--- config.mk ---
export PLATFORM = sky130hd
export DESIGN_NAME = etdc_front
export DESIGN_NICKNAME = d
export VERILOG_FILES = /design/src/rtl/core/etdc_pkg.sv /design/src/rtl/core/etdc_front.sv
export SDC_FILE = /design/constraint.sdc
export NUM_CORES = 1
export LEC_CHECK = 0
export BUFFER_PORTS_ARGS = -buffer_cell sky130_fd_sc_hd__buf_2
export CAP_MARGIN = 20
export CORE_MARGIN = 2
export CORE_UTILIZATION = 45
export CTS_BUF_LIST = sky130_fd_sc_hd__clkbuf_2
export DETAILED_ROUTE_END_ITERATION = 8
export HOLD_SLACK_MARGIN = 0.05
export PLACE_DENSITY = 0.66
export RECOVER_POWER = 25
export SLEW_MARGIN = 20
export SYNTH_ARGS = -nofsm -noshare
export SYNTH_HDL_FRONTEND = slang
export SYNTH_SLANG_ARGS = --single-unit
--- constraint.sdc ---
create_clock -name clk -period 10.1 [get_ports clk]
set_input_delay 0.505 -clock clk [delete_from_list [all_inputs] [get_ports clk]]
set_output_delay 0.505 -clock clk [all_outputs]
set_load 0.02 [all_outputs]
--- src/rtl/core/etdc_pkg.sv ---
// shared types, constants and saturating helpers for the dense code decoder
package etdc_pkg;

  localparam int TABLE_DEPTH = 65536;
  localparam int TBL_AW      = $clog2(TABLE_DEPTH);
  localparam int CQ_DEPTH    = 4;
  localparam int CQ_AW       = $clog2(CQ_DEPTH);
  localparam int OQ_DEPTH    = 4;
  localparam int OQ_AW       = $clog2(OQ_DEPTH);

  localparam logic [7:0]  END_MARK   = 8'd128;
  localparam logic [31:0] SAT_MAX    = 32'hFFFF_FFFF;
  localparam logic [31:0] WEIGHT_RST = 32'd128;

  localparam logic MODE_LOAD   = 1'b0;
  localparam logic MODE_DECODE = 1'b1;

  // one operation for the back end: a table write or a table lookup
  typedef struct packed {
    logic        wr;
    logic        err;
    logic [31:0] idx;
    logic [31:0] word;
  } cmd_t;

  typedef struct packed {
    logic [31:0] word;
    logic [31:0] idx;
    logic        err;
  } res_t;

  function automatic logic [31:0] sat_mul128(input logic [31:0] a);
    logic [31:0] r;
    if (a[31:25] != 7'd0) begin
      r = SAT_MAX;
    end else begin
      r = {a[24:0], 7'd0};
    end
    return r;
  endfunction

  function automatic logic [31:0] sat_add(input logic [31:0] a, input logic [31:0] b);
    logic [32:0] s;
    s = {1'b0, a} + {1'b0, b};
    return s[32] ? SAT_MAX : s[31:0];
  endfunction

endpackage

--- src/rtl/core/etdc_front.sv ---
// front end: codeword state, dense index and error classification
module etdc_front (
  input  logic               clk,
  input  logic               rst_n,
  input  logic               acc_i,
  input  logic               mode_i,
  input  logic [15:0]        entry_index_i,
  input  logic [31:0]        entry_word_i,
  input  logic [7:0]         code_byte_i,
  input  logic [16:0]        vocab_size_i,
  output logic               cmd_vld_o,
  output etdc_pkg::cmd_t     cmd_o
);

  logic [31:0] acc_r, acc_nxt;
  logic [31:0] base_r, base_nxt;
  logic [31:0] weight_r, weight_nxt;
  logic [31:0] acc_sh;
  logic [31:0] idx;
  logic        is_end;

  assign acc_sh = etdc_pkg::sat_mul128(acc_r);
  assign is_end = (code_byte_i >= etdc_pkg::END_MARK);
  assign idx    = etdc_pkg::sat_add(etdc_pkg::sat_add(acc_sh, base_r),
                                    {25'd0, code_byte_i[6:0]});

  always_comb begin
    acc_nxt    = acc_r;
    base_nxt   = base_r;
    weight_nxt = weight_r;
    cmd_vld_o  = 1'b0;
    cmd_o.wr   = 1'b0;
    cmd_o.err  = 1'b0;
    cmd_o.idx  = idx;
    cmd_o.word = entry_word_i;
    if (acc_i) begin
      if (mode_i == etdc_pkg::MODE_LOAD) begin
        cmd_vld_o = 1'b1;
        cmd_o.wr  = 1'b1;
        cmd_o.idx = 32'(entry_index_i);
        // out-of-range writes travel as dropped operations
        cmd_o.err = (32'(entry_index_i) >= 32'(etdc_pkg::TABLE_DEPTH));
      end else if (!is_end) begin
        acc_nxt    = etdc_pkg::sat_add(acc_sh, {24'd0, code_byte_i});
        base_nxt   = etdc_pkg::sat_add(base_r, weight_r);
        weight_nxt = etdc_pkg::sat_mul128(weight_r);
      end else begin
        cmd_vld_o  = 1'b1;
        cmd_o.err  = (idx >= {15'd0, vocab_size_i}) ||
                     (idx >= 32'(etdc_pkg::TABLE_DEPTH));
        acc_nxt    = '0;
        base_nxt   = '0;
        weight_nxt = etdc_pkg::WEIGHT_RST;
      end
    end
  end

  always_ff @(posedge clk) begin
    if (!rst_n) begin
      acc_r    <= '0;
      base_r   <= '0;
      weight_r <= etdc_pkg::WEIGHT_RST;
    end else begin
      acc_r    <= acc_nxt;
      base_r   <= base_nxt;
      weight_r <= weight_nxt;
    end
  end

  // the weight is always a power of 128 or saturated
  a_weight_form: assert property (@(posedge clk) disable iff (!rst_n)
    $onehot(weight_r) || (weight_r == etdc_pkg::SAT_MAX))
    else $error("length weight lost its form");

  // a finished codeword restarts the digit state
  a_end_clears: assert property (@(posedge clk) disable iff (!rst_n)
    (acc_i && mode_i == etdc_pkg::MODE_DECODE && is_end) |=>
      (acc_r == '0 && base_r == '0 && weight_r == etdc_pkg::WEIGHT_RST))
    else $error("codeword state not cleared after end byte");

endmodule

==> summary.md <==
| Metric | Value |
|---|---|
| Status | `finished, final reports clean` |
| Fmax | `106 MHz` |
| Unrepaired setup endpoints after global routing | `no` |
| R2r endpoint | `acc_r[12]` |
| Clk_lat worst skew | `0.57 ns` |
| Final Slew Violations | `0` |
| Routed WL | `26,100 um` |
| Setup TNS | `0 ns` |
| Max-Cap Viols | `0` |
| Hold Crit Class | `input pin to flop` |
| Initial drt markers | `564` |
| Core area | `20,400 sq um` |
| Number of synthesized register bits | `73` |
| Setup crit end kind | `output port` |
| Compound-Gate Fraction of Synth Area | `31.4%` |
| Sequential share of the synthesized area | `15.5%` |
| VDD IR max | `0.0579 mV` |
| Worst clock skew | `0.0329 ns` |
| FF-to-FF path depth | `16` |
| Wire per inst | `16.0 um` |
| CP most frequent cell | `a21o_1` |
| Most frequent cell after synthesis | `nand2_1` |
| Slew @ Worst Pin | `0.977 ns` |
| Final nets | `1,531` |
| Die Wd | `149 um` |
| Clk root buf | `clkbuf_2` |
| Hold WS | `0.343 ns` |
| Setup CP Type | `flop to output port` |
| Largest family of logic cells by synthesized area | `compound AO/OA/AOI/OAI gates` |
| Adder-Cell Fraction of Synth Area | `13.6%` |
| CTS Buffer Depth | `2` |
| Mapped Nets | `1,523` |
| Die H | `149 um` |
| Pre-CTS setup slack | `0.732 ns` |
| Met3 wire len | `1330 um` |
| Pin count of the biggest net entering global routing | `43` |
| Area Overhead vs Synth | `6.33%` |
| Dominant cells by area after synthesis | `dfxtp_1 (15%), ha_1 (13%), nand2_1 (6.9%)` |
| Metal2 WL | `11,400 um` |
| Met1 WL | `12,900 um` |
| Cell taking the most area after synthesis | `dfxtp_1` |
| Crit path required time | `9.60 ns` |
| Yosys warning count | `0` |
| Mean area per synthesized cell | `7.01 sq um` |
| Post-synthesis async set-or-reset flop share | `0%` |
| Via-to-Cell Ratio | `5.83` |
| Post-synthesis cell type count | `88` |
| Top Layer Used | `met4` |
| TritonCTS Buffers | `9` |
| Leak | `0.00471 uW` |
| Synth Area in Simple Gates | `24.7%` |
| Die area | `22,100 sq um` |
| Worst Hold Depth | `4` |
| Number of synthesized flops with an enable pin | `0` |
| Synth Cell Area | `9430 sq um` |
| CP max stage cell | `ha_2` |
| Share of the synthesized area in the top cell type | `15.5%` |
| Number of global-route vias before repair | `8,290` |
| Clk slew on worst S/H paths | `0.24 ns` |
| Global-route wire length before repair | `41,900 um` |
| Mux contribution to synthesized area | `1.09%` |
| Gr ovfl total | `0` |
| Commonest cells post-synth | `nand2_1 (174), a21oi_1 (128), nor2_1 (117), o21ai_0 (110), ha_1 (96)` |
| IO Pins | `144` |
| Max stage delay on crit path | `0.42 ns` |
| Fraction of synthesized cell area in xor and xnor cells | `6.49%` |
| Setup crit start kind | `flop` |
| Clock sink count | `73` |
| Share of layout cells above drive strength 1 | `11.8%` |
| CP Max Fanout | `41` |
| IO buf count | `79` |
| Initial core utilization | `46.2%` |
| Placer Congestion | `0.920` |
| WP data arrival | `8.94 ns` |
| Reg2Reg Launch Point | `acc_r[27]` |
| Vias | `9,489` |
| DRT antenna net count | `0` |
| TritonCTS clock tree | `built` |
| Power Total | `708 uW` |
| Setup ws final | `0.653 ns` |
| Power per cell area | `70.6 nW/um^2` |
| Worst slew margin | `34.7%` |
| Total track usage | `23.0%` |
| Site row count | `52` |
| First-pass iteration count of the detailed router | `6` |
| Top delay family on crit path | `compound AO/OA/AOI/OAI gates` |
| FF-to-FF setup slack | `5.69 ns` |
| Top FF cell, synth | `dfxtp_1` |
| Htree depth | `3` |
| Hold Path End | `acc_r[0]` |
| Crit share post-route | `93.5%` |
| Initial antenna violation count | `1` |
| Final setup fails | `0` |
| Placed wire-length estimate | `20,100 um` |
| CTS Hold Bufs | `0` |
| HP Start | `code_byte_i[0]` |
| Final hold violations | `0` |
| DRC viols | `0` |
| Cells after Synth | `1,346` |
| Worst path buffer plus inverter count | `6` |
| Post-route minimum period | `9.45 ns` |
[placed cells by master, fill, tap and decap left out, types with 23 or more instances in the layout]
master / instances
a21boi_0: 27
nand3_1: 23
nor3_1: 24
o21ai_0: 110
xnor2_1: 48
inv_1: 50
nand2b_1: 40
dfxtp_1: 73
nand2_1: 174
ha_1: 86
buf_2: 79
nor2_1: 115
a21o_1: 43
a21oi_1: 122
[layout make-up]
class	count	area, sq um
diodes	1	2.50
clock buffers	9	45.0
clock inverters	6	93.8
fillers	2110	10400
inverters	51	195
multi-input cells	1125	7370
flip-flops and latches	73	1460
well taps	270	338
repair buffers	94	524
[worst max-delay path by stage]
stage                           end  cells after the start      start  slack [ns]
after floorplan           cmd_o[64]                     44  acc_r[27]        0.39
after global placement    cmd_o[64]                     39  acc_r[27]        0.90
after detailed placement  cmd_o[64]                     39  acc_r[27]        0.73
after CTS                 cmd_o[64]                     39  acc_r[27]        0.05
after global routing      cmd_o[64]                     40  acc_r[27]        0.02
final                     cmd_o[64]                     41  acc_r[27]        0.65
[cells by family (layout without fill, tap and decap cells)]
group	after synthesis	in the layout
AND/OR/NAND/NOR	487	487
AO/OA/AOI/OAI	459	459
buffers and inverters	148	160
adder cells (fa/ha/maj)	100	100
flip-flops	73	73
XOR/XNOR	69	69
multiplexers	10	10
other	0	1
[per-stage QoR]
stage                     cells  utilization [%]  instance area, sq um
after floorplan            1346                -                  9430
after global placement     1609             47.8                  9760
after detailed placement   1609             47.8                  9760
after CTS                  1624             48.4                  9900
after global routing       1629             49.1                 10000
final                      1629             49.1                 10000
[worst reg2reg max path, cell delays in order (launching register included)]
cell	delay, ns
dfxtp_1	0.37
nor4_1	0.27
nand2_1	0.18
buf_6	0.24
ha_1	0.38
a21o_1	0.12
a21oi_1	0.09
o21bai_1	0.16
a21oi_1	0.12
o21bai_1	0.15
a21oi_1	0.11
nor2_1	0.38
o2111ai_1	0.39
or2_2	0.42
nor2_2	0.55
o21ai_0	0.22
a21boi_0	0.18
[state kept, by name, indices dropped and copies added (netlist names)]
register and flops:
acc_r 32, base_r 32, weight_r 9
[what timing repair did]
| action | CTS | global route |
|---|---|---|
| endpoints found under the setup margin | 0 | 1 |
| resized for setup | 0 | 28 |
| buffers inserted | 0 | 4 |
[where the power goes]
group          total [uW]  internal (uW)  switching, uW
registers             295            292           3.44
clock network         196           81.7            114
logic                 217           86.3            131
total                 708            460            248
[routing by layer]
metal,track usage [%],vias to the layer above
li1,-,4841
met1,33.7,4346
met2,36.3,264
met3,1.83,38
met4,6.19,0
met5,0,-
No activity file was read; power rests on OpenSTA's default activity.
