<file path="src/rtl/core/etdc_pkg.sv">
// shared types, constants and saturating helpers for the dense code decoder
package etdc_pkg;

  localparam int TABLE_DEPTH = 65536;
  localparam int TBL_AW      = $clog2(TABLE_DEPTH);
  localparam int CQ_DEPTH    = 4;
  localparam int CQ_AW       = $clog2(CQ_DEPTH);
  localparam int OQ_DEPTH    = 4;
  localparam int OQ_AW       = $clog2(OQ_DEPTH);

  localparam logic [7:0]  END_MARK   = 8'd128;
  localparam logic [31:0] SAT_MAX    = 32'hFFFF_FFFF;
  localparam logic [31:0] WEIGHT_RST = 32'd128;

  localparam logic MODE_LOAD   = 1'b0;
  localparam logic MODE_DECODE = 1'b1;

  // one operation for the back end: a table write or a table lookup
  typedef struct packed {
    logic        wr;
    logic        err;
    logic [31:0] idx;
    logic [31:0] word;
  } cmd_t;

  typedef struct packed {
    logic [31:0] word;
    logic [31:0] idx;
    logic        err;
  } res_t;

  function automatic logic [31:0] sat_mul128(input logic [31:0] a);
    logic [31:0] r;
    if (a[31:25] != 7'd0) begin
      r = SAT_MAX;
    end else begin
      r = {a[24:0], 7'd0};
    end
    return r;
  endfunction

  function automatic logic [31:0] sat_add(input logic [31:0] a, input logic [31:0] b);
    logic [32:0] s;
    s = {1'b0, a} + {1'b0, b};
    return s[32] ? SAT_MAX : s[31:0];
  endfunction

endpackage

</file>
<file path="src/rtl/core/etdc_cmd_q.sv">
// short operation queue between front end and back end
module etdc_cmd_q (
  input  logic           clk,
  input  logic           rst_n,
  input  logic           push_i,
  input  etdc_pkg::cmd_t data_i,
  output logic           full_o,
  input  logic           pop_i,
  output logic           empty_o,
  output etdc_pkg::cmd_t head_o
);

  etdc_pkg::cmd_t                mem_r [etdc_pkg::CQ_DEPTH];
  logic [etdc_pkg::CQ_AW-1:0]    wp_r, rp_r;
  logic [etdc_pkg::CQ_AW:0]      cnt_r, cnt_nxt;

  assign full_o  = (cnt_r == (etdc_pkg::CQ_AW + 1)'(etdc_pkg::CQ_DEPTH));
  assign empty_o = (cnt_r == '0);
  assign head_o  = mem_r[rp_r];

  always_comb begin
    cnt_nxt = cnt_r;
    if (push_i && !pop_i) begin
      cnt_nxt = cnt_r + 1'b1;
    end else if (!push_i && pop_i) begin
      cnt_nxt = cnt_r - 1'b1;
    end
  end

  always_ff @(posedge clk) begin
    if (!rst_n) begin
      wp_r  <= '0;
      rp_r  <= '0;
      cnt_r <= '0;
    end else begin
      if (push_i) begin
        wp_r <= wp_r + 1'b1;
      end
      if (pop_i) begin
        rp_r <= rp_r + 1'b1;
      end
      cnt_r <= cnt_nxt;
    end
  end

  always_ff @(posedge clk) begin
    if (push_i) begin
      mem_r[wp_r] <= data_i;
    end
  end

  a_no_overflow: assert property (@(posedge clk) disable iff (!rst_n)
    push_i |-> !full_o)
    else $error("operation queue overflow");

  a_no_underflow: assert property (@(posedge clk) disable iff (!rst_n)
    pop_i |-> !empty_o)
    else $error("operation queue underflow");

endmodule

</file>
<file path="config.mk">
export PLATFORM = sky130hd
export DESIGN_NAME = etdc_cmd_q
export DESIGN_NICKNAME = d
export VERILOG_FILES = /design/src/rtl/core/etdc_pkg.sv /design/src/rtl/core/etdc_cmd_q.sv
export SDC_FILE = /design/constraint.sdc
export NUM_CORES = 1
export LEC_CHECK = 0
export BUFFER_PORTS_ARGS = -buffer_cell sky130_fd_sc_hd__buf_2
export CORE_ASPECT_RATIO = 1.5
export CORE_MARGIN = 5
export CORE_UTILIZATION = 50
export CTS_BUF_LIST = sky130_fd_sc_hd__clkbuf_4 sky130_fd_sc_hd__clkbuf_8
export DETAILED_ROUTE_END_ITERATION = 6
export PLACE_DENSITY = 0.82
export SLEW_MARGIN = 20
export SYNTH_ARGS = -nofsm -noshare
export SYNTH_HDL_FRONTEND = slang
export SYNTH_SLANG_ARGS = --single-unit
</file>
<file path="constraint.sdc">
create_clock -name clk -period 6.1 [get_ports clk]
set_input_delay 0.61 -clock clk [delete_from_list [all_inputs] [get_ports clk]]
set_output_delay 0.61 -clock clk [all_outputs]
set_load 0.005 [all_outputs]
</file>
==> parameters.txt, run 1 <==
Parameter                              Value

Yosys
  Share of the synthesized area in the top cell type ... 79.6%
  Post-Syn Area ... 0.00996 mm2
  Sequential share of the synthesized area ... ~81%
  Post-synthesis cell type count ... 21
  YS warnings ... 0
  Area contributors post-synth ... edfxtp_1 80%, mux4_2 15%, dfxtp_1 1.8%
  Number of standard cells after synthesis ... between 300 and 400
  Library cell occupying the most area in the post-synthesis netlist ... edfxtp_1
  Avg Inst Size Synth ... about 26 um2
  Post-synthesis sequential element count ... about 270
  Post-Synthesis Net Count ... between 400 and 500

STA
  Tightest hold margin ... about 310 ps
  Fmax ... roughly 0.30 GHz
  Final cycle utilization of the critical path ... 55.2%
  Setup TNS ... 0 ps
  Tightest Pin Transition ... about 1000 ps
  # setup viols final ... 0
  Fin crit period ... about 3400 ps
  Headroom to the max-slew limit ... a little under a third
  Number of hold violations in the final report ... 0
  RSZ-0062 raised after global routing ... false
  Number of pins with negative max-slew slack in the final report ... 0
  Worst setup margin ... 2730 ps
  Final clock skew ... between 15 and 20 ps

Global routing
  GR peak layer ... met2
  Number of antenna violations at the first check in global routing ... 1
  Total congestion overflow after global routing ... 0
  Pin count of the biggest net entering global routing ... 67
  Met3 track demand over resource ... between 4 and 5%
  Wire length of the first global-routing pass ... 27,800 um
  Met1 track demand over resource in global routing ... a little under a fifth
  Met2 Use GR ... ~28%
  Overall fraction of global-route tracks in use ... between 10% and 20%
  Vias in the first global route ... 5,191

Critical path
  Critical Path Source Type ... register
  Kind of capture point of the worst setup path ... primary output
  Endpoint arrival time on the critical path ... approximately 2800 ps
  Crit path max fanout ... between 40 and 50
  Worst EP required ... between 5000 and 6000 ps
  WS Path Type ... reg -> out

Place
  Pre-CTS setup slack ... 3140 ps
  IO Port Bufs ... roughly 140
  Post-DP HPWL ... ~11,000 um
  Number of placed instances with taps included ... 771
  Final weighted congestion in routability-driven placement ... about 0.75

Floorplanning
  I/O pin count ... roughly 140
  Core Box Area ... about 0.02 mm2
  Initial cell density of the core ... about half
  Die Footprint ... around 0.023 mm2
  Count of standard-cell rows ... 63
  Die span in x ... ~130 um
  Chip Height ... approximately 180 um

Power and ir drop
  LEAKAGE ... 0.00394 uW
  Post-route total power ... between 3000 and 4000 uW
  Highest ir drop seen on vdd ... 0.000200 V
  Ratio of total power to cell area ... 333 mW/mm2

Route
  Initial detailed-routing violation count ... 250
  Wirelength, routed ... about 18,000 um
  DRC ... 0
  Detailed-route wire length per cell ... around 21 um
  Detailed-route vias per instance ... between 5 and 6
  Overall via count from detail_route ... 4,527
  Detailed Routing Iterations Pass 1 ... 4
  Number of nets still failing antenna checks after routing ... 0

Clock tree
  Clock tree from TritonCTS ... built
  Maximum buffer depth of the clock tree ... 3
  Root buf cell ... clkbuf_8
  Post-CTS Setup Inserts ... 0
  CTS HTree Levels ... 2
  TritonCTS Buffers ... 38
  Sinks on Clock Net ... 273
  Clock input transition at the sequential cells of the worst setup and hold paths ... around 70 ps
  Post-CTS Hold Buffers ... 0
  Insertion delay of the later-clocked pin in the worst-skew pair ... approximately 510 ps
  Number of gates resized after cts ... 0

Run
  Number of max-capacitance violations reported ... 0

Cells and area
  Final Non-Filler Cells ... 837
  Antenna diodes ... 0
  Layout cell share with drive strength beyond 1 ... 46.8%
  Area of the multi-input gates ... 0.00175 mm2
  Fill count ... 1,458
  Area growth, synth to finish ... 16.8%
  Number of nets in the layout ... roughly 630
  Area taken by flip-flops and latches ... 0.00812 mm2

Min path
  HP Class ... in -> reg

Run status
  Result of the run ... completed
[per-stage QoR]
stage               area (um2)  utilization, %
floorplan                 9960               -
global placement         10900            55.3
detailed placement       10900            55.3
CTS                      11600            59.0
global route             11600            59.0
finish                   11600            59.0
[worst max-delay path, stage by stage (launching register included)]
cell and delay, ps:
dfxtp_4 940, buf_4 560, mux4_2 590, buf_2 150
[flip-flops by register name, summed over array words and instances (netlist names), named ones only]
| name | flops |
|---|---|
| mem_r | 264 |
| wp_r | 2 |
| cnt_r | 3 |
| rp_r | 2 |
[cell families (layout without fill, tap and decap cells)]
group	Yosys count	in the layout	share of synthesized area, %
AOI/OAI and AO/OA	2	2	0.126
xor gates and xnor gates	5	5	0.440
DFF	273	273	81.4
and+or+nand+nor	15	15	0.917
adders and majority gates	6	6	0.829
muxes	68	68	15.1
buffers and inverters	18	208	1.19
[synthesized netlist by cell type]
cell type,instances
buf_4,2
dfxtp_1,9
nor3_1,1
mux4_2,66
fa_1,1
o21ai_0,1
and2_1,9
nor3b_1,1
a21boi_0,1
buf_2,5
ha_1,5
clkbuf_1,2
xor2_1,3
buf_6,5
mux2i_1,2
xnor2_1,2
or3_1,1
nor2b_1,2
inv_1,4
edfxtp_1,264
nand2_1,1
[placed cells by master, fill, tap and decap left out]
| cell | instances |
|---|---|
| edfxtp_1 | 264 |
| buf_4 | 1 |
| dfxtp_4 | 2 |
| clkinv_2 | 4 |
| clkinv_1 | 6 |
| xor2_1 | 3 |
| clkbuf_4 | 12 |
| mux2i_1 | 2 |
| nor3_1 | 1 |
| buf_2 | 137 |
| o21ai_0 | 1 |
| ha_1 | 5 |
| mux4_2 | 66 |
| a21boi_0 | 1 |
| nand2_1 | 1 |
| nor3b_1 | 1 |
| inv_1 | 4 |
| fa_1 | 1 |
| nor2b_1 | 2 |
| xnor2_1 | 2 |
| and2_4 | 4 |
| dfxtp_1 | 7 |
| and2_1 | 5 |
| clkbuf_8 | 44 |
| or3_1 | 1 |
[where the power goes]
| group | total, uW | leakage (uW) | internal (uW) | switching (uW) |
|---|---|---|---|---|
| Clock | 1340 | 0.000397 | 728 | 611 |
| Sequential | 2210 | 0.00250 | 2150 | 55.5 |
| Combinational | 325 | 0.00104 | 175 | 150 |
| Total | 3870 | 0.00394 | 3060 | 817 |
[final timing paths]
check	slack, ps	depth (start not counted)	start	endpoint
worst min-delay path	310	1	data_i[58]	mem_r[2][58]
worst max register to register	4240	3	wp_r[0]	mem_r[2][23]
worst max-delay path	2730	3	register	head_o[35]
worst min register to register	530	2	cnt_r[2]	cnt_r[2]
[final cells by class]
cell class	count	area share [%]
sequential	273	69.8
clock buffer	56	5.98
timing repair buffer	138	5.96
tap	260	2.80
clock inverter	10	0.366
multi-input combinational	96	15.0
inverter	4	0.129
[metal layers]
layer | up-vias | wire, um | part of all wire (%)
met5 | - | 7 | 0.040
met4 | 2 | 495 | 2.8
met3 | 48 | 1170 | 6.6
met2 | 143 | 9580 | 54
met1 | 2358 | 6410 | 36
li1 | 1976 | - | -
No activity file was read; power rests on OpenSTA's default activity.
==> run 2: changes to the inputs <==
Settings changed: PLACE_DENSITY 0.82 to 0.85.
Clock period 6.1 ns to 3 ns, I/O delays scaled along.
==> run 2 against run 1 <==
Via count grew 6.7%. Clock power grew 120%. Non-clock buffer count grew 68. Sequential cell count is the same. Wire length grew 4.9%. Sequential share of layout area shrank 4.3 points. Register-to-register slack lost 3100 ps. Core utilization grew 3.9 points. Sequential power grew 100%. Cell count grew 9.3%. Clock skew grew 5.5 ps. Critical endpoint is now head_o[40].
==> parameters.txt, run 2 (same netlist as run 1, synthesis figures left out) <==
Parameter                              Value

Route
  Detailed Routing Iterations Pass 1 ... 4
  DRC ... 0
  Number of nets still failing antenna checks after routing ... 0
  Wirelength, routed ... 18,500 um
  Detailed-route wire length per cell ... approximately 20 um
  Initial detailed-routing violation count ... between 300 and 400
  Detailed-route vias per instance ... around 5.3
  Overall via count from detail_route ... between 4k and 5k

STA
  Number of pins with negative max-slew slack in the final report ... 0
  # setup viols final ... 0
  Final clock skew ... approximately 23 ps
  Headroom to the max-slew limit ... 31.8%
  Tightest hold margin ... between 70 and 80 ps
  Setup TNS ... 0 ps
  Final cycle utilization of the critical path ... between 80% and 90%
  Fmax ... approximately 0.41 GHz
  Fin crit period ... about 2500 ps
  RSZ-0062 raised after global routing ... false
  Tightest Pin Transition ... 1020 ps
  Number of hold violations in the final report ... 0

Critical path
  Setup slack of the worst register-to-register path ... 1140 ps
  Endpoint arrival time on the critical path ... between 2000 and 2500 ps
  Kind of capture point of the worst setup path ... primary output
  Cells along the critical path ... buf_4, mux4_2, buf_2
  Startpoint of the worst register-to-register path ... wp_r[0]
  Depth of the worst register-to-register path ... 3
  Crit path max fanout ... 19
  Delay contributed by the slowest stage of the critical path ... slightly below 600 ps
  Worst EP required ... 2700 ps
  Critical Path Source Type ... register
  WS Path Type ... reg -> out
  Capturing point of the worst reg2reg path ... mem_r[2][37]
  Critical-path cell with the highest stage delay ... mux4_2

Floorplanning
  Initial cell density of the core ... between 50 and 60%
  Core Box Area ... approximately 0.020 mm2
  Die span in x ... 125 um
  Count of standard-cell rows ... 63
  I/O pin count ... between 100 and 150
  Chip Height ... roughly 180 um
  Die Footprint ... approximately 0.023 mm2

Clock tree
  CTS HTree Levels ... 2
  Sinks on Clock Net ... approximately 270
  Number of gates resized after cts ... 0
  Clock tree from TritonCTS ... built
  Post-CTS Setup Inserts ... 0
  TritonCTS Buffers ... just over 40
  Maximum buffer depth of the clock tree ... 3
  Insertion delay of the later-clocked pin in the worst-skew pair ... approximately 530 ps
  Root buf cell ... clkbuf_8
  Clock input transition at the sequential cells of the worst setup and hold paths ... 70 ps

Global routing
  Wire length of the first global-routing pass ... between 20,000 and 30,000 um
  Vias in the first global route ... between 5k and 6k
  Total congestion overflow after global routing ... 0
  Overall fraction of global-route tracks in use ... between 10% and 20%
  Pin count of the biggest net entering global routing ... 67
  Number of antenna violations at the first check in global routing ... 2

Cells and area
  Highest-count cells in the layout ignoring fill and taps ... 264 x edfxtp_1, 137 x buf_2, 66 x mux4_2, 66 x dlygate4sd3_1, 46 x clkbuf_8
  Most common cell after layout, fill and taps aside ... edfxtp_1
  Final Non-Filler Cells ... about 900
  Post-Route Utilization ... 62.9%
  Register name with the most flops ... mem_r
  Layout cell share with drive strength beyond 1 ... 42.7%
  Area growth, synth to finish ... 24.4%
  Number of nets in the layout ... 698
  Largest register FFs ... 264
  Fill count ... around 1.3k
  Registers with the highest flip-flop counts ... mem_r x264, cnt_r x3

Power and ir drop
  LEAKAGE ... ~0.0043 uW
  Post-route total power ... approximately 8100 uW
  Highest ir drop seen on vdd ... a little under 0.0006 V
  Ratio of total power to cell area ... between 600 and 700 mW/mm2

Min path
  Hold worst-path end ... wp_r[0]
  Min-Delay Path Depth ... 2
  HP Class ... in -> reg
  Worst Min Path Start ... rst_n

Place
  Number of placed instances with taps included ... just under 800
  Final weighted congestion in routability-driven placement ... between 0.7 and 0.8
  Post-DP HPWL ... between 10,000 and 15,000 um
  IO Port Bufs ... between 100 and 150

Run status
  Result of the run ... completed

Run
  Number of max-capacitance violations reported ... 0
run 2: cell type report:
cell class	instances	area (um2)	share of cell area, %
multi-input combinational	96	1750	14.1
tap	260	325	2.62
clock buffer	61	746	6.02
antenna	1	2.50	0.0202
inverter	4	15.0	0.121
sequential	273	8120	65.5
clock inverter	14	62.6	0.505
timing repair buffer	206	1380	11.1
run 2: power by group:
part           total (uW)  leakage [uW]  switching [uW]  internal, uW
clock network        2910      0.000432            1320          1590
registers            4470       0.00250            88.0          4380
logic                 765       0.00133             347           419
run 2: routing by layer:
layer	GRT usage (%)	up-vias	wire, um
met5	0	-	13
met1	19.9	2484	6920
li1	-	2135	-
met4	6.25	2	553
met3	3.96	48	1030
met2	29.4	162	10000
run 2: worst max-delay path by stage:
stage | from | to | slack [ps] | cells past startpoint
2_1_floorplan | wp_r[0] | mem_r[0][0] | 480 | 3
3_3_place_gp | register | head_o[5] | 1070 | 3
3_5_place_dp | register | head_o[5] | 1020 | 3
4_1_cts | register | head_o[5] | 450 | 3
5_1_grt | register | head_o[5] | 390 | 3
6_report | register | head_o[40] | 540 | 3
run 2: what timing repair did:
item / in CTS / in global routing
hold endpoints to repair: 261 / 0
hold buffers: 66 / 0
setup endpoints to repair: 0 / 0
run 2: critical path, delay by kind of cell, from the launching register on:
family                 cells  cell delay (ps)
buffers and inverters      2              560
flip-flops                 1              490
multiplexers               1              580
run 2: metrics by stage:
step                      setup WS (ps)  area [um2]
after CTS                           452       12400
after global placement             1070       10900
final                               537       12400
after global routing                386       12400
after detailed placement           1020       10900
after floorplan                     478        9960
==> run 3: changes to the inputs <==
Clock period 3 ns to 2 ns, I/O delays scaled along.
==> run 3 against run 2 <==
The run now ends with setup timing left. Worst hold slack lost 1.1 ps. Sequential power grew 49%. Power grew 55%. Critical path depth grew 1. Global-route usage grew 1.1 points. Clock power grew 54%. Cell area grew 4.1%. Wire length grew 13%.
==> parameters.txt, run 3 (same netlist as run 1, synthesis figures left out) <==
Parameter                              Value

Floorplanning
  Count of standard-cell rows ... 63
  Initial cell density of the core ... 50.6%
  Chip Height ... 183 um
  Die Footprint ... ~0.023 mm2
  I/O pin count ... between 100 and 150
  Core Box Area ... ~0.02 mm2
  Die span in x ... about 130 um

Route
  Wirelength, routed ... 20,900 um
  DRC ... 0
  Detailed Routing Iterations Pass 1 ... 4
  Detailed-route vias per instance ... 5.28
  Number of nets still failing antenna checks after routing ... 0
  Overall via count from detail_route ... a little under 5k
  Initial detailed-routing violation count ... between 200 and 300
  Detailed-route wire length per cell ... 22.5 um

STA
  # setup viols final ... 63
  Headroom to the max-slew limit ... 74.2%
  Fmax ... between 0.4 and 0.5 GHz
  Final cycle utilization of the critical path ... 104%
  Worst setup margin ... -70.9 ps
  Number of hold violations in the final report ... 0
  Fin crit period ... approximately 2100 ps
  Number of pins with negative max-slew slack in the final report ... 0
  RSZ-0062 raised after global routing ... true
  Final clock skew ... around 9.5 ps
  Tightest Pin Transition ... around 390 ps

Global routing
  Met1 track demand over resource in global routing ... between 20% and 30%
  Met3 track demand over resource ... under 10%
  Wire length of the first global-routing pass ... 31,400 um
  Vias in the first global route ... about 5.6k
  Met2 Use GR ... 32.1%
  Total congestion overflow after global routing ... 0
  GR peak layer ... met2
  Number of antenna violations at the first check in global routing ... 0
  Overall fraction of global-route tracks in use ... approximately 18%
  Pin count of the biggest net entering global routing ... 27

Cells and area
  Number of nets in the layout ... roughly 720
  Registers with the highest flip-flop counts ... mem_r x264, cnt_r x3
  Layout Cell Area excl Fill ... 0.0129 mm2
  Highest-count cells in the layout ignoring fill and taps ... 264 x edfxtp_1, 130 x buf_2, 67 x dlygate4sd3_1, 66 x mux4_2, 46 x clkbuf_8
  Layout cell share with drive strength beyond 1 ... between 40 and 50%
  Post-Route Utilization ... 65.5%
  Area of the multi-input gates ... 0.00175 mm2
  Area taken by flip-flops and latches ... 0.00812 mm2
  Register name with the most flops ... mem_r
  Largest register FFs ... around 260
  Most common cell after layout, fill and taps aside ... edfxtp_1
  Area growth, synth to finish ... 29.5%
  Fill count ... approximately 1.3k
  Antenna diodes ... 0

Run status
  Result of the run ... finished, violations left
  Violations in the final reports ... setup timing

Place
  Post-DP HPWL ... around 12,000 um
  Instance area at placement ... ~0.011 mm2
  IO Port Bufs ... 137
  Final weighted congestion in routability-driven placement ... ~0.71

Power and ir drop
  Highest ir drop seen on vdd ... about 0.00066 V
  Ratio of total power to cell area ... ~980 mW/mm2
  LEAKAGE ... 0.00447 uW

Critical path
  Top delay family on crit path ... multiplexers
  Buffers plus inverters on the worst setup path ... 3
  Endpoint arrival time on the critical path ... 1870 ps
  Critical Path Source Type ... register
  Crit path max fanout ... 6
  Worst EP required ... between 1500 and 2000 ps
  Delay contributed by the slowest stage of the critical path ... about 520 ps
  Critical-path cell with the highest stage delay ... mux4_2
  Cells along the critical path ... buf_12, clkbuf_16, mux4_2, buf_6
  Kind of capture point of the worst setup path ... primary output
  WS Path Type ... reg -> out

Clock tree
  Root buf cell ... clkbuf_8
  Clock tree from TritonCTS ... built
  CTS HTree Levels ... 2
  Insertion delay of the later-clocked pin in the worst-skew pair ... ~520 ps
  Clock input transition at the sequential cells of the worst setup and hold paths ... approximately 60 ps
  Maximum buffer depth of the clock tree ... 3
  TritonCTS Buffers ... 40
  Sinks on Clock Net ... ~270

Min path
  HP Class ... in -> reg

Run
  Number of max-capacitance violations reported ... 0
==> run 3: cell types whose count changed in the layout (fill, tap and decap cells not counted), sizes merged <==
cell,previous run,this run
clkinvlp,1,0
dlygate4sd3,66,67
clkinv,13,11
buf,140,155
diode,1,0
bufinv,0,2
==> run 3: final timing paths <==
kind / from / endpoint / slack [ps] / cells after the start
max: register / head_o[45] / -70 / 4
min: pop_i / register / 70 / 3
max reg2reg: wp_r[0] / mem_r[2][37] / 410 / 4
min reg2reg: cnt_r[2] / cnt_r[2] / 560 / 2
==> run 3: area by class of cell <==
class / instances / share of cell area, %
clock buffers: 56 / 5.49
inverters: 4 / 0.116
repair buffers: 227 / 14.7
multi-input cells: 96 / 13.5
well taps: 260 / 2.52
flip-flops and latches: 273 / 62.9
clock inverters: 13 / 0.805
==> run 3: power breakdown <==
| group | leakage [uW] | switching [uW] | internal, uW |
|---|---|---|---|
| Sequential | 0.00250 | 91.0 | 6570 |
| Combinational | 0.00155 | 645 | 795 |
| Clock | 0.000427 | 1960 | 2530 |
| Total | 0.00447 | 2690 | 9890 |
==> run 3: worst min-delay path: cells and delay by family <==
family,cells,cell delay (ps)
xor gates and xnor gates,1,80
and+or+nand+nor,1,150
buffers and inverters,1,100
==> run 3: routing by layer <==
layer / up-vias / routed length (um)
met2: 183 / 11400
li1: 2172 / -
met3: 34 / 1060
met4: 0 / 473
met1: 2518 / 7950
met5: - / 0
==> run 3: repair_timing <==
| action | 4_1_cts | 5_1_grt |
|---|---|---|
| endpoints found under the setup margin | 66 | 66 |
| buffers inserted | 0 | 3 |
| resized for setup | 4 | 9 |
| hold endpoints to repair | 271 | 0 |
| gates cloned | 1 | 7 |
| hold buffers | 67 | 0 |
==> run 3: through the flow <==
stage | power [uW] | worst slack (ps) | std cells | TNS [ps] | hold slack, ps
final | 12600 | -70.9 | 929 | -2270 | 68.9
after global routing | 13100 | -145 | 929 | -7400 | 77.3
after CTS | 12600 | -155 | 919 | -7710 | 34.9
after detailed placement | 7960 | 220 | 782 | 0 | 417
after global placement | 7890 | 322 | 782 | 0 | 408
after floorplan | 7390 | 197 | 387 | 0 | 299
